**config.mk**
```make
export PLATFORM = sky130hd
export DESIGN_NAME = csv_field_tokenizer
export DESIGN_NICKNAME = d
export VERILOG_FILES = /design/src/rtl/core/csvt_pkg.sv /design/src/rtl/core/csvt_parse.sv /design/src/rtl/core/csvt_outq.sv /design/src/rtl/core/csv_field_tokenizer.sv
export SDC_FILE = /design/constraint.sdc
export NUM_CORES = 1
export LEC_CHECK = 0
export BUFFER_PORTS_ARGS = -buffer_cell sky130_fd_sc_hd__clkbuf_2
export CAP_MARGIN = 40
export CORE_ASPECT_RATIO = 1.4
export CORE_UTILIZATION = 50
export CTS_CLUSTER_SIZE = 30
export DETAILED_ROUTE_END_ITERATION = 16
export PLACE_DENSITY = 0.68
export SETUP_SLACK_MARGIN = 0.4
export SYNTH_ARGS = -nofsm -noshare
export SYNTH_HDL_FRONTEND = slang
export SYNTH_HIERARCHICAL = 1
export SYNTH_SLANG_ARGS = --single-unit
```
**constraint.sdc**
```tcl
create_clock -name i_clk -period 9 [get_ports i_clk]
set_input_delay 1.8 -clock i_clk [delete_from_list [all_inputs] [get_ports i_clk]]
set_output_delay 1.8 -clock i_clk [all_outputs]
set_load 0.02 [all_outputs]
```
**src/rtl/core/csvt_pkg.sv**
```systemverilog
package csvt_pkg;

    localparam logic [7:0] CH_LF = 8'd10;
    localparam logic [7:0] CH_CR = 8'd13;

    localparam logic [7:0] DELIM_RESET = 8'd44;
    localparam logic [7:0] QUOTE_RESET = 8'd34;

    // configuration register indexes
    localparam logic CFG_DELIM = 1'b0;
    localparam logic CFG_QUOTE = 1'b1;

    // result status codes
    localparam logic [1:0] ST_OK     = 2'd0;
    localparam logic [1:0] ST_UNTERM = 2'd1;
    localparam logic [1:0] ST_STRAY  = 2'd2;

    // result queue
    localparam int unsigned QDEPTH = 4;
    localparam int unsigned QAW    = $clog2(QDEPTH);
    localparam int unsigned QCW    = $clog2(QDEPTH + 1);

    typedef enum logic [2:0] {
        MODE_START    = 3'd0,
        MODE_UNQ      = 3'd1,
        MODE_QUOTED   = 3'd2,
        MODE_AFTER_CR = 3'd3,
        MODE_STOP     = 3'd4
    } t_mode;

    typedef struct packed {
        logic [7:0] in_byte;
        logic       is_final;
    } t_in;

    typedef struct packed {
        logic [7:0] out_byte;
        logic       byte_valid;
        logic       field_end;
        logic       row_end;
        logic [1:0] status;
        logic       run_last;
    } t_out;

    // results of one input byte: up to two items
    typedef struct packed {
        t_out       item0;
        t_out       item1;
        logic [1:0] count;
    } t_res;

    function automatic t_out mk_item(logic [7:0] b, logic v, logic fe, logic re,
                                     logic [1:0] st);
        t_out r;
        r.out_byte   = b;
        r.byte_valid = v;
        r.field_end  = fe;
        r.row_end    = re;
        r.status     = st;
        r.run_last   = 1'b0;
        return r;
    endfunction

    // field end item: a pending lone quote carries the marks
    function automatic t_out end_item(logic pq, logic [7:0] q, logic re);
        t_out r;
        if (pq) begin
            r = mk_item(q, 1'b1, 1'b1, re, ST_OK);
        end else begin
            r = mk_item(8'd0, 1'b0, 1'b1, re, ST_OK);
        end
        return r;
    endfunction

endpackage

```
**src/rtl/core/csvt_parse.sv**
```systemverilog
module csvt_parse (
    input  logic           i_clk,
    input  logic           i_rst_n,
    input  logic           i_en,
    input  csvt_pkg::t_in  i_item,
    input  logic [7:0]     i_delim,
    input  logic [7:0]     i_quote,
    output csvt_pkg::t_res o_res
);
    import csvt_pkg::*;

    t_mode r_mode, n_mode;
    logic  r_pq, n_pq;

    always_comb begin
        logic [7:0] b;
        logic       fin;
        logic       eol;
        t_mode      after_eol;
        t_mode      m;
        logic       pq;
        t_out       e0;
        t_out       e1;
        logic [1:0] cnt;

        b         = i_item.in_byte;
        fin       = i_item.is_final;
        eol       = (b == CH_CR) || (b == CH_LF);
        after_eol = (b == CH_CR) ? MODE_AFTER_CR : MODE_START;
        m         = r_mode;
        pq        = r_pq;
        n_mode    = r_mode;
        n_pq      = r_pq;
        e0        = '0;
        e1        = '0;
        cnt       = 2'd0;

        // LF straight after CR is swallowed
        if (r_mode == MODE_AFTER_CR) begin
            n_mode = MODE_START;
            m      = (b == CH_LF) ? MODE_STOP : MODE_START;
        end

        if (m == MODE_START) begin
            if (b == i_quote) begin
                n_mode = MODE_QUOTED;
                n_pq   = 1'b0;
                if (fin) begin
                    e0  = mk_item(8'd0, 1'b0, 1'b0, 1'b0, ST_UNTERM);
                    cnt = 2'd1;
                end
            end else if (eol) begin
                e0     = end_item(pq, i_quote, 1'b1);
                cnt    = 2'd1;
                n_pq   = 1'b0;
                n_mode = after_eol;
            end else if (b == i_delim) begin
                e0   = end_item(pq, i_quote, fin);
                cnt  = 2'd1;
                n_pq = 1'b0;
            end else begin
                pq = 1'b0;
                m  = MODE_UNQ;
            end
        end

        unique case (m)
            MODE_UNQ: begin
                n_mode = MODE_UNQ;
                if (eol) begin
                    e0     = end_item(pq, i_quote, 1'b1);
                    cnt    = 2'd1;
                    n_pq   = 1'b0;
                    n_mode = after_eol;
                end else if (b == i_delim) begin
                    e0     = end_item(pq, i_quote, fin);
                    cnt    = 2'd1;
                    n_pq   = 1'b0;
                    n_mode = MODE_START;
                end else begin
                    if (b == i_quote) begin
                        if (pq) begin
                            e0  = mk_item(i_quote, 1'b1, 1'b0, 1'b0, ST_OK);
                            cnt = 2'd1;
                            pq  = 1'b0;
                        end else begin
                            pq = 1'b1;
                        end
                    end else begin
                        if (pq) begin
                            e0  = mk_item(i_quote, 1'b1, 1'b0, 1'b0, ST_OK);
                            e1  = mk_item(b, 1'b1, 1'b0, 1'b0, ST_OK);
                            cnt = 2'd2;
                        end else begin
                            e0  = mk_item(b, 1'b1, 1'b0, 1'b0, ST_OK);
                            cnt = 2'd1;
                        end
                        pq = 1'b0;
                    end
                    if (fin) begin
                        // a lone quote at text end is only possible with nothing emitted
                        if (pq) begin
                            e0  = mk_item(i_quote, 1'b1, 1'b0, 1'b0, ST_OK);
                            cnt = 2'd1;
                            pq  = 1'b0;
                        end
                        case (cnt)
                            2'd2: begin
                                e1.field_end = 1'b1;
                                e1.row_end   = 1'b1;
                            end
                            2'd1: begin
                                e0.field_end = 1'b1;
                                e0.row_end   = 1'b1;
                            end
                            default: begin
                                e0  = mk_item(8'd0, 1'b0, 1'b1, 1'b1, ST_OK);
                                cnt = 2'd1;
                            end
                        endcase
                    end
                    n_pq = pq;
                end
            end
            MODE_QUOTED: begin
                if (pq) begin
                    n_pq = 1'b0;
                    if (b == i_quote) begin
                        e0  = mk_item(i_quote, 1'b1, 1'b0, 1'b0, ST_OK);
                        cnt = 2'd1;
                        if (fin) begin
                            e1  = mk_item(8'd0, 1'b0, 1'b0, 1'b0, ST_UNTERM);
                            cnt = 2'd2;
                        end
                    end else if (eol) begin
                        e0     = mk_item(8'd0, 1'b0, 1'b1, 1'b1, ST_OK);
                        cnt    = 2'd1;
                        n_mode = after_eol;
                    end else if (b == i_delim) begin
                        e0     = mk_item(8'd0, 1'b0, 1'b1, fin, ST_OK);
                        cnt    = 2'd1;
                        n_mode = MODE_START;
                    end else begin
                        e0     = mk_item(8'd0, 1'b0, 1'b0, 1'b0, ST_STRAY);
                        cnt    = 2'd1;
                        n_mode = MODE_STOP;
                    end
                end else if (b == i_quote) begin
                    n_pq = 1'b1;
                    if (fin) begin
                        e0   = mk_item(8'd0, 1'b0, 1'b1, 1'b1, ST_OK);
                        cnt  = 2'd1;
                        n_pq = 1'b0;
                    end
                end else begin
                    e0  = mk_item(b, 1'b1, 1'b0, 1'b0, ST_OK);
                    cnt = 2'd1;
                    if (fin) begin
                        e1  = mk_item(8'd0, 1'b0, 1'b0, 1'b0, ST_UNTERM);
                        cnt = 2'd2;
                    end
                end
            end
            default: begin
            end
        endcase

        case (cnt)
            2'd2:    e1.run_last = 1'b1;
            2'd1:    e0.run_last = 1'b1;
            default: begin
            end
        endcase

        if (fin) begin
            n_mode = MODE_START;
            n_pq   = 1'b0;
        end

        o_res.item0 = e0;
        o_res.item1 = e1;
        o_res.count = cnt;
    end

    always_ff @(posedge i_clk) begin
        if (!i_rst_n) begin
            r_mode <= MODE_START;
            r_pq   <= 1'b0;
        end else if (i_en) begin
            r_mode <= n_mode;
            r_pq   <= n_pq;
        end
    end

endmodule

```
**src/rtl/core/csvt_outq.sv**
```systemverilog
module csvt_outq (
    input  logic           i_clk,
    input  logic           i_rst_n,
    input  logic           i_push,
    input  csvt_pkg::t_res i_res,
    output logic           o_room,
    output logic           o_valid,
    input  logic           i_stall,
    output csvt_pkg::t_out o_data
);
    import csvt_pkg::*;

    t_out             r_q [QDEPTH];
    logic [QAW-1:0]   r_wp, n_wp;
    logic [QAW-1:0]   r_rp, n_rp;
    logic [QCW-1:0]   r_cnt, n_cnt;
    logic             pop;
    logic [QCW-1:0]   push_n;

    assign pop     = o_valid && !i_stall;
    assign push_n  = i_push ? QCW'(i_res.count) : '0;
    assign o_valid = (r_cnt != '0);
    assign o_room  = (r_cnt <= QCW'(QDEPTH - 2));
    assign o_data  = r_q[r_rp];

    always_comb begin
        n_wp  = r_wp + QAW'(push_n);
        n_rp  = r_rp + QAW'(pop);
        n_cnt = r_cnt + push_n - QCW'(pop);
    end

    always_ff @(posedge i_clk) begin
        if (i_push && i_res.count != 2'd0) begin
            r_q[r_wp] <= i_res.item0;
        end
        if (i_push && i_res.count == 2'd2) begin
            r_q[r_wp + QAW'(1)] <= i_res.item1;
        end
    end

    always_ff @(posedge i_clk) begin
        if (!i_rst_n) begin
            r_wp  <= '0;
            r_rp  <= '0;
            r_cnt <= '0;
        end else begin
            r_wp  <= n_wp;
            r_rp  <= n_rp;
            r_cnt <= n_cnt;
        end
    end

endmodule

```
**src/rtl/core/csv_field_tokenizer.sv**
```systemverilog
// CSV field tokenizer.
// Input channel: i_valid / o_stall with one text byte and its end-of-text
// flag in i_data; a transaction happens when i_valid is high and o_stall low.
// Output channel: o_valid / i_stall with one result item in o_data; each
// input byte gives zero, one or two items, the last one flagged run_last.
// Configuration: i_cfg_we writes i_cfg_wdata to the delimiter (index 0) or
// quote (index 1) register; write only while no byte is in flight.
// Path: a byte passes the input register, then the parser into the result
// queue, and o_valid shows its first item once it is in the queue; a queue
// without room holds the byte in the input register. One byte per cycle is
// taken while bytes give at most one item each and the receiver does not
// stall; a two-item byte sends its items one by one through the output port.
// Reset (synchronous, active low) empties the result queue, drops a held
// byte, returns the parser to the start of a field and restores comma and
// double quote. While the receiver stalls, the head item holds; once the
// 4-entry queue holds three items and a byte waits, o_stall rises until
// room is back.
module csv_field_tokenizer (
    input  logic           i_clk,
    input  logic           i_rst_n,
    input  logic           i_valid,
    output logic           o_stall,
    input  csvt_pkg::t_in  i_data,
    output logic           o_valid,
    input  logic           i_stall,
    output csvt_pkg::t_out o_data,
    input  logic           i_cfg_we,
    input  logic           i_cfg_idx,
    input  logic [7:0]     i_cfg_wdata
);
    import csvt_pkg::*;

    logic [7:0] r_delim;
    logic [7:0] r_quote;
    logic       r_in_valid;
    t_in        r_in;
    logic       room;
    logic       adv;
    t_res       res;

    assign adv     = r_in_valid && room;
    assign o_stall = r_in_valid && !room;

    always_ff @(posedge i_clk) begin
        if (!i_rst_n) begin
            r_delim <= DELIM_RESET;
            r_quote <= QUOTE_RESET;
        end else if (i_cfg_we) begin
            if (i_cfg_idx == CFG_DELIM) begin
                r_delim <= i_cfg_wdata;
            end else begin
                r_quote <= i_cfg_wdata;
            end
        end
    end

    always_ff @(posedge i_clk) begin
        if (!i_rst_n) begin
            r_in_valid <= 1'b0;
        end else if (i_valid && !o_stall) begin
            r_in_valid <= 1'b1;
        end else if (adv) begin
            r_in_valid <= 1'b0;
        end
    end

    always_ff @(posedge i_clk) begin
        if (i_valid && !o_stall) begin
            r_in <= i_data;
        end
    end

    csvt_parse u_parse (
        .i_clk   (i_clk),
        .i_rst_n (i_rst_n),
        .i_en    (adv),
        .i_item  (r_in),
        .i_delim (r_delim),
        .i_quote (r_quote),
        .o_res   (res)
    );

    csvt_outq u_outq (
        .i_clk   (i_clk),
        .i_rst_n (i_rst_n),
        .i_push  (adv),
        .i_res   (res),
        .o_room  (room),
        .o_valid (o_valid),
        .i_stall (i_stall),
        .o_data  (o_data)
    );

endmodule

```
======== Word-level counts from Yosys, hierarchy flattened ========
Memories as Yosys holds them, arrays and structs flattened. A register that Yosys moved wholly into a read port is not among the register bits.
Index checks and enable logic that the tools add are counted.
cells by class
  bitwise logic cells ..................... 1
  muxes and demuxes ....................... 107
  div/mod/pow operators ................... 0
  multipliers ............................. 0
  magnitude comparators ................... 1
  shift-type cells ........................ 0
  reduce and logical (&&, ||, !) cells .... 17
  equality and inequality tests ........... 11
  $add $sub $neg .......................... 5
operators by type and width
  kind                                                 count
  2-to-1 mux 14 bit                                    26
  2-to-1 mux 2 bit                                     28
  one-hot mux 14 bit (2 select lines)                  2
  2-to-1 mux 3 bit                                     17
  2-to-1 mux 1 bit                                     29
  == test 8 x 4 -> 1 bit, second input constant        2
  == test 8 bit                                        2
  2-to-1 mux 9 bit                                     1
  == test 3 x 2 -> 1 bit, second input constant        2
  logical AND 1 bit                                    6
  one-hot mux 3 bit (2 select lines)                   1
  2-to-1 mux 5 bit                                     1
  == test 2 x 1 -> 1 bit, second input constant        2
  == test 2 bit, second input constant                 2
  one-hot mux 2 bit (2 select lines)                   1
  AND reduction 2 bit                                  2
  nonzero test 2 bit                                   2
  adder 3 bit                                          1
  == test 3 x 1 -> 1 bit, second input constant        1
  <= comparator 3 x 2 -> 1 bit, second input constant  1
  zero test 1 bit                                      3
  zero test 3 bit                                      1
  nonzero test 3 bit                                   1
  subtractor 3 x 1 -> 3 bit                            1
  other kinds (7)                                      7
storage, ports and cells
  register bits after elaboration ......... 37
  output and inout port bits .............. 16
  input bits .............................. 23
  memory bits (read-only) ................. 0
  word-level logic and storage cells ...... 153
  memories ................................ 1
  latch bits .............................. 0
  memory bits (writable) .................. 56
memory list
  name        words  width  read ports  clocked after memory_dff  write ports  line             RTL
  u_outq.r_q  4      14     1           1                         2            csvt_outq.sv:13  t_out r_q [QDEPTH];

======== Logic depth before layout (Yosys ltp) ========
Gate-level depths: netlist of run 1.
  word-level depth ........................ 26
  depth in mapped cells ................... 18

======== Modules after synthesis ========
Netlist of run 1, hierarchy kept.
by module, submodules not included
  module               area an instance (µm²)  times used  cells each  seq. area each (µm²)
  csvt_outq            3226.8                  1           189         1821.7
  csvt_parse           1212.4                  1           167         80.1
  csv_field_tokenizer  944.7                   1           81          610.6

======== Worst setup path before layout of run 1 ========
Ideal clock, no wire load.
  path kind ............................... register -> register
  start ................................... reg r_in[3] in the netlist's numbering
  end ..................................... reg u_outq.r_cnt[2]
  clock period less this slack ............ 3.591 ns
  slack ................................... 5.409 ns
  cell stages (with the launch flop) ...... 17
  data arrival time ....................... 3.476 ns
  cells stage by stage .................... edfxtp_1 -> and3b_1 -> o2111ai_2 -> o21ai_2 -> buf_6 -> o31a_4 -> o211ai_1 -> nand2_1 -> and2_2 -> nor3_1 -> nand2b_1 -> ha_1 -> inv_1 -> fa_1 -> xor2_1 -> xnor2_1 -> and2_1
RTL lines
  item                      line                       RTL
  start: declaration        csv_field_tokenizer.sv:36  t_in r_in;
  start signal: assignment  csv_field_tokenizer.sv:69  r_in <= i_data;
  end signal: assignment    csvt_outq.sv:49            r_cnt <= n_cnt;
  end: declaration          csvt_outq.sv:16            logic [QCW-1:0] r_cnt, n_cnt;

==> implementation parameters, run 1 <==
Parameter                              Value

Status
  Run status ... finished clean

Finish
  Final standard cell utilization of the core ... 0.566
  Final cell count without fillers ... 603
  Nets@finish ... 490
  Fraction of layout instances using a drive strength above 1 ... 0.316
  Layout-stage area growth over the synthesis result ... 9.44%
  Antenna fix cells ... 0
  Non-Filler Cell Area, Final ... 5890 um^2

Logic synthesis
  Synthesis Warnings ... 6
  Count of flip-flops with a built-in enable after synthesis ... 65
  Cells taking the most area after synthesis ... sky130_fd_sc_hd__edfxtp_1 (36%), sky130_fd_sc_hd__dfxtp_1 (10%), sky130_fd_sc_hd__mux2_2 (9.4%)
  Count of mapped cells out of synthesis ... 437
  Share of synthesized registers carrying an async set or reset ... 0
  Post-Syn Nets ... 467
  Most used flip-flop cell after synthesis ... sky130_fd_sc_hd__edfxtp_1
  Area share of the leading cell type in the synthesized netlist ... 0.363
  Yosys top cell by area ... sky130_fd_sc_hd__edfxtp_1
  Register area share after synthesis ... 0.467
  Average size of a mapped cell ... 12.3 um^2
  Number of library cell types mapped by synthesis ... 69
  Number of synthesized register bits ... 93
  Post-Synthesis Cell Area ... 5380 um^2

Clock tree
  Total CTS buffers ... 9
  Buffer levels on the longest clock path ... 2
  Post_cts resized ... 0
  Worst-skew pair later-pin latency ... 0.35 ns
  Count of hold buffers inserted by post-cts repair ... 0
  Clock root cell ... sky130_fd_sc_hd__clkbuf_16
  Post-CTS repair timing setup buffer count ... 0
  Number of H-tree levels ... 3
  Clk sinks ... 93
  Reg clk slew, reported paths ... 0.07 ns
  TritonCTS clock tree ... done

Setup path
  Crit Path Max Fanout ... 14
  Cells along the critical path ... xor2_1, nor4_1, nand2_1, or4_1, o21ai_1, a22o_1, nand2_1, and2_2, nor3_1, nand2b_1, ha_1, inv_1, fa_1, xor2_1, xnor2_1, and2_1
  Critical path data arrival time ... 4.45 ns
  Reg-to-reg slack, setup ... 4.79 ns
  Launching element type of the critical path ... register
  Delay of the slowest cell on the worst path ... 0.60 ns
  Endpoint kind of the worst setup timing path ... register
  Worst Setup Path Type ... register to register
  Critical path required time ... 9.24 ns
  CP max stage cell ... sky130_fd_sc_hd__or4_1

Detailed routing
  Post-route antenna net violation count ... 0
  Via count normalized by instance count ... 5.77
  Average detailed-routed wire length per instance ... 18.4 um
  Wirelength, routed ... 11,100 um
  Via count ... 3,479
  First-pass DRT Iterations ... 6
  Drc violations ... 0
  Number of DRC markers in iteration 0 ... 166

GRT
  Global-route wire length before repair ... 17,900 um
  Leftover overflow at the end of global routing ... 0
  Largest net degree at the start of global routing ... 36
  All-Layer GR Usage ... 0.206
  Initial antenna violation count ... 0
  Number of global-route vias before repair ... 3,422

STA
  Final number of max-transition violations ... 0
  Setup-violating endpoint count in the final report ... 0
  Share of the clock period used by the worst path after layout ... 0.467
  Final setup margin ... 4.79 ns
  Clock skew after layout ... 0.00574 ns
  Slew Limit Headroom ... 0.403
  Slew of the pin with the lowest slew margin ... 0.895 ns
  Min Tclk post-route ... 4.21 ns
  Hold WS ... 0.474 ns
  Unrepaired setup endpoints after global routing ... false
  Number of hold violations in the final report ... 0
  FMAX ... 238 MHz
  Setup_tns ... 0 ns

Power and ir drop
  Total power per unit cell area ... 198 nW/um^2
  Max IR drop VDD ... 97.4 uV
  Tot Pwr ... 1.17 mW
  Total leakage power ... 2.12 nW

Floorplan
  Area of the core ... 10,400 um^2
  Overall die area ... 11,200 um^2
  I/O pin count ... 39
  Chip height ... 125 um
  Effective utilization at floorplan ... 0.517
  Chip Width ... 89.7 um
  Std-Cell Rows ... 44

Place
  IO Port Bufs ... 38
  RD Place Congestion ... 0.879
  Instance count after placement with tap cells included ... 587
  Placed Area ... 5580 um^2
  Dpl hpwl ... 7680 um
  Setup WS pre-CTS ... 4.81 ns

Flow run
  Number of max-capacitance violations reported ... 0

Min path
  Tightest Hold Check Type ... register to register
==> area by class of cell <==
class / count / area, um^2
flip-flops and latches: 93 / 2510
repair buffers: 39 / 205
multi-input cells: 305 / 2640
clock inverters: 7 / 87.6
well taps: 138 / 173
fillers: 882 / 4510
clock buffers: 9 / 225
inverters: 12 / 45.0
==> routing by layer <==
| metal | part of all wire | track usage | routed length [um] | vias to the layer above |
|---|---|---|---|---|
| li1 | - | - | - | 1690 |
| met1 | 0.43 | 0.254 | 4750 | 1706 |
| met2 | 0.53 | 0.361 | 5850 | 66 |
| met3 | 0.023 | 0.0238 | 257 | 17 |
| met4 | 0.021 | 0.0945 | 232 | 0 |
| met5 | 0 | 0 | 0 | - |
==> where the power goes <==
group | switching [mW] | leakage [nW] | internal [mW]
Sequential | 0.0302 | 0.819 | 0.494
Clock | 0.171 | 0.145 | 0.219
Combinational | 0.133 | 1.16 | 0.121
Total | 0.334 | 2.12 | 0.834
==> cells in the final DEF, fill, tap and decap left out, types with 3 or more instances in the layout <==
master	count
sky130_fd_sc_hd__edfxtp_1	65
sky130_fd_sc_hd__mux2_2	45
sky130_fd_sc_hd__clkbuf_2	38
sky130_fd_sc_hd__nand2_1	30
sky130_fd_sc_hd__dfxtp_1	28
sky130_fd_sc_hd__and2_1	21
sky130_fd_sc_hd__nor2_1	17
sky130_fd_sc_hd__mux4_2	14
sky130_fd_sc_hd__o21ai_0	14
sky130_fd_sc_hd__mux2i_1	12
sky130_fd_sc_hd__mux2_4	12
sky130_fd_sc_hd__inv_1	11
sky130_fd_sc_hd__xor2_1	10
sky130_fd_sc_hd__xnor2_1	10
sky130_fd_sc_hd__clkbuf_16	9
sky130_fd_sc_hd__a21oi_1	9
sky130_fd_sc_hd__nor2b_1	8
sky130_fd_sc_hd__a22o_1	8
sky130_fd_sc_hd__nand3_1	7
sky130_fd_sc_hd__o211ai_1	7
sky130_fd_sc_hd__ha_1	6
sky130_fd_sc_hd__nand4_1	5
sky130_fd_sc_hd__nand2b_1	4
sky130_fd_sc_hd__and3_1	4
sky130_fd_sc_hd__a22oi_1	4
sky130_fd_sc_hd__o21ai_1	3
sky130_fd_sc_hd__nand3b_1	3
sky130_fd_sc_hd__clkinv_4	3
sky130_fd_sc_hd__and3b_1	3
sky130_fd_sc_hd__nor3_1	3
sky130_fd_sc_hd__nor2_2	3
sky130_fd_sc_hd__o22ai_1	3
sky130_fd_sc_hd__o31ai_1	3
==> cell families after synthesis <==
logic type	after synthesis	share of synthesized area
AO/OA/AOI/OAI	72	0.105
adder cells (fa/ha/maj)	7	0.0177
other	1	0.000697
XOR/XNOR	20	0.0325
multiplexers	84	0.213
AND/OR/NAND/NOR	121	0.122
buffers and inverters	39	0.0428
flip-flops	93	0.467
==> path summary, 6_finish.rpt <==
path,startpoint,to,cells past startpoint
worst max-delay path,r_in[1],u_outq/r_cnt[2],16
worst min-delay path,r_delim[4],r_delim[4],2
worst max register to register,r_in[1],u_outq/r_cnt[2],16
worst min register to register,r_delim[4],r_delim[4],2
==> flip-flops by register name, summed over array words and instances, names as in the netlist <==
register,cells
r_in,9
u_parse/r_mode,3
u_outq/r_rp,2
r_quote,8
r_in_valid,1
u_outq/r_q,56
r_delim,8
u_outq/r_wp,2
u_parse/r_pq,1
u_outq/r_cnt,3
==> worst max-delay path, delay by kind of cell, from the launching register on <==
family / cells / cell delay (ns)
compound gates: 2 / 0.33
xor+xnor: 3 / 0.48
fa+ha+maj: 2 / 0.52
buf+inv: 1 / 0.05
flops: 1 / 0.50
simple gates: 8 / 2.23
==> Yosys cell counts (all sizes together) (6+ instances only) <==
cell	n
nand3	7
o211ai	7
mux2	57
o21ai	18
xor2	10
dfxtp	28
and2	22
mux2i	13
mux4	14
clkbuf	6
ha	6
nor2b	8
inv	12
nor2	20
a22o	8
xnor2	10
a21oi	9
edfxtp	65
nand2	30
buf	21
Power figures use the tool's default switching activity.
==> inputs of run 2 (changes only) <==
- clock period: 9 -> 4 ns (I/O delays scaled with it)
==> run 2 against run 1 <==
  * First-iteration DRC count is 19% lower
  * Core utilization is 3.2 points higher
  * Clock-buffer cell count is 1 higher
  * Register-to-register slack worse by 4.4 ns
  * Final area is 5.6% higher
  * Die area stayed put
  * Sequential share of layout area is 2.3 points lower
  * Via count is 2.7% higher
  * Sequential power is 120% higher
  * Combinational power is 150% higher
  * Clock power is 120% higher
  * Power is 130% higher
  * Critical endpoint unchanged
==> implementation parameters, run 2 (synthesized netlist as in run 1, its figures left out) <==
Parameter                              Value

Floorplan
  Std-Cell Rows ... 44 (unchanged)
  I/O pin count ... 39 (unchanged)
  Chip Width ... 89.7 um (unchanged)
  Chip height ... 125 um (unchanged)
  Area of the core ... 10,400 um^2 (unchanged)
  Overall die area ... 11,200 um^2 (unchanged)
  Effective utilization at floorplan ... 0.517 (unchanged)

Setup path
  Delay of the slowest cell on the worst path ... 0.52 ns (-0.08 ns)
  Library cell appearing most often on the critical path ... sky130_fd_sc_hd__nand2_2
  Launching element type of the critical path ... register
  Endpoint kind of the worst setup timing path ... register
  Launching element of the worst setup path ... r_in[3]
  CP max stage cell ... sky130_fd_sc_hd__or4_4
  Critical path data arrival time ... 3.81 ns (-0.64 ns)
  Reg-to-reg slack, setup ... 0.43 ns (-4.36 ns)
  Cells along the critical path ... and3b_2, o2111ai_4, nand2_2, or4_4, o21ai_2, a22o_1, nand2_2, and2_4, nor3_4, nand2b_1, ha_2, inv_1, fa_2, xor2_1, xnor2_1, and2_1
  Cell depth of the worst flop-to-flop path ... 16 (unchanged)
  Worst reg2reg startpoint ... r_in[3]
  Crit Path Max Fanout ... 4 (-10)
  Worst Setup Path Type ... register to register
  Critical path required time ... 4.24 ns (-5.00 ns)

Finish
  Most common cell after layout, fill and taps aside ... sky130_fd_sc_hd__edfxtp_1
  Flip-flop count of the largest register, all copies and words added ... 56 (unchanged)
  Top Registers ... u_outq/r_q x56, r_in x9
  Most used cells in the layout excluding fill and tap cells ... sky130_fd_sc_hd__edfxtp_1 (65), sky130_fd_sc_hd__mux2_2 (45), sky130_fd_sc_hd__clkbuf_2 (38)
  Fraction of layout instances using a drive strength above 1 ... 0.377 (+0.0609)
  Layout-stage area growth over the synthesis result ... 15.6%
  Nets@finish ... 521 (+6.3%)
  Antenna fix cells ... 0 (unchanged)
  Final cell count without fillers ... 634 (+5.1%)
  Register with the highest flop count ... u_outq/r_q

Clock tree
  Number of H-tree levels ... 3 (unchanged)
  TritonCTS clock tree ... done
  Clock root cell ... sky130_fd_sc_hd__clkbuf_16
  Count of hold buffers inserted by post-cts repair ... 0 (unchanged)
  Worst-skew pair later-pin latency ... 0.34 ns (about the same)
  Buffer levels on the longest clock path ... 2 (unchanged)
  Reg clk slew, reported paths ... 0.07 ns (about the same)
  Total CTS buffers ... 9 (unchanged)
  Clk sinks ... 93 (unchanged)

Place
  RD Place Congestion ... 0.879 (about the same)
  IO Port Bufs ... 38 (unchanged)
  Instance count after placement with tap cells included ... 599 (+2.0%)
  Dpl hpwl ... 7750 um (+0.85%)

STA
  Slew Limit Headroom ... 0.435 (+0.0313)
  Setup_tns ... 0 ns (unchanged)
  Setup-violating endpoint count in the final report ... 0 (unchanged)
  Unrepaired setup endpoints after global routing ... true
  FMAX ... 280 MHz (+18%)
  Clock skew after layout ... 0.00569 ns (-0.0000563 ns)
  Min Tclk post-route ... 3.57 ns (-0.637 ns)
  Number of hold violations in the final report ... 0 (unchanged)
  Hold WS ... 0.478 ns (+0.00398 ns)
  Share of the clock period used by the worst path after layout ... 0.892 (+0.425)
  Slew of the pin with the lowest slew margin ... 0.847 ns (-0.0481 ns)
  Final number of max-transition violations ... 0 (unchanged)

Detailed routing
  Via count ... 3,572 (+2.7%)
  Average detailed-routed wire length per instance ... 17.8 um (-3.4%)
  Number of DRC markers in iteration 0 ... 134 (-19%)
  Wirelength, routed ... 11,300 um (+1.6%)
  Via count normalized by instance count ... 5.63 (-2.3%)
  Drc violations ... 0 (unchanged)
  First-pass DRT Iterations ... 4 (-2)
  Post-route antenna net violation count ... 0 (unchanged)

Min path
  Worst hold path cell count ... 2 (unchanged)
  Hold path start ... r_delim[7]
  Tightest Hold Check Type ... register to register

Power and ir drop
  Proportion of power drawn by flip-flops and latches ... 0.441 (-0.008)
  Total leakage power ... 2.28 nW (+7.5%)
  Max IR drop VDD ... 237 uV (+140%)
  Cell internal pwr ... 1.90 mW (+130%)
  Combinational share of power ... 0.235 (+0.018)
  Total power per unit cell area ... 425 nW/um^2 (+110%)
  Net switching power ... 0.751 mW (+120%)
  Tot Pwr ... 2.65 mW (+130%)
  Fraction of power consumed by the clock network ... 0.324 (-0.010)
  Fraction of power spent switching nets ... 0.284 (-0.00258)

GRT
  Leftover overflow at the end of global routing ... 0 (unchanged)
  Largest net degree at the start of global routing ... 36 (unchanged)
  All-Layer GR Usage ... 0.213 (+0.00620)
  Global-route wire length before repair ... 18,400 um (+3.0%)
  Initial antenna violation count ... 0 (unchanged)
  Number of global-route vias before repair ... 3,527 (+3.1%)

Flow run
  Number of max-capacitance violations reported ... 0 (unchanged)

Status
  Run status ... finished clean
## run 2: path summary, 6_finish.rpt
kind / to
setup reg to reg: u_outq/r_cnt[2]
hold reg to reg: r_delim[7]
setup / recovery: u_outq/r_cnt[2]
hold / removal: r_delim[7]
## run 2: metal layers
metal  routed length [um]  global-route usage
met1                 4960               0.263
met2                 5850               0.376
met3                  247              0.0293
met4                  210              0.0762
met5                    0                   0
## run 2: cell type report
class,instances,area [um^2]
tap,138,173
timing repair buffer,70,458
multi-input combinational,305,2730
clock buffer,10,229
inverter,12,50.0
fill,824,4180
sequential,93,2510
clock inverter,6,71.3
## run 2: power by group through the flow
stage,Clock [mW],Sequential (mW),Combinational [mW]
6_report,0.856,1.17,0.623
5_1_grt,0.905,1.18,0.686
4_1_cts,0.868,1.17,0.610
3_5_place_dp,0,1.19,0.582
3_3_place_gp,0,1.19,0.579
2_1_floorplan,0,1.16,0.458
## run 2: critical path: cells and delay by family (launching register included)
family          cells  cell delay [ns]
compound gates      3             0.60
xor+xnor            2             0.28
fa+ha+maj           2             0.50
buf+inv             1             0.05
flops               1             0.46
simple gates        8             1.59
## run 2: stage by stage
| stage | util | instance area (um^2) | worst slack, ns |
|---|---|---|---|
| 6_report | 0.598 | 6220 | 0.430 |
| 3_5_place_dp | 0.544 | 5660 | 0.217 |
| 2_1_floorplan | - | 5380 | 0.409 |
| 3_3_place_gp | 0.544 | 5660 | 0.354 |
| 4_1_cts | 0.585 | 6090 | 0.404 |
| 5_1_grt | 0.598 | 6220 | 0.263 |
## run 2: what timing repair did
action / CTS / global route
resized for setup: 11 / 17
setup buffers: 10 / 9
setup endpoints to repair: 5 / 41
gates cloned: 0 / 0
hold endpoints to repair: 0 / 0
pin swaps: 8 / 13
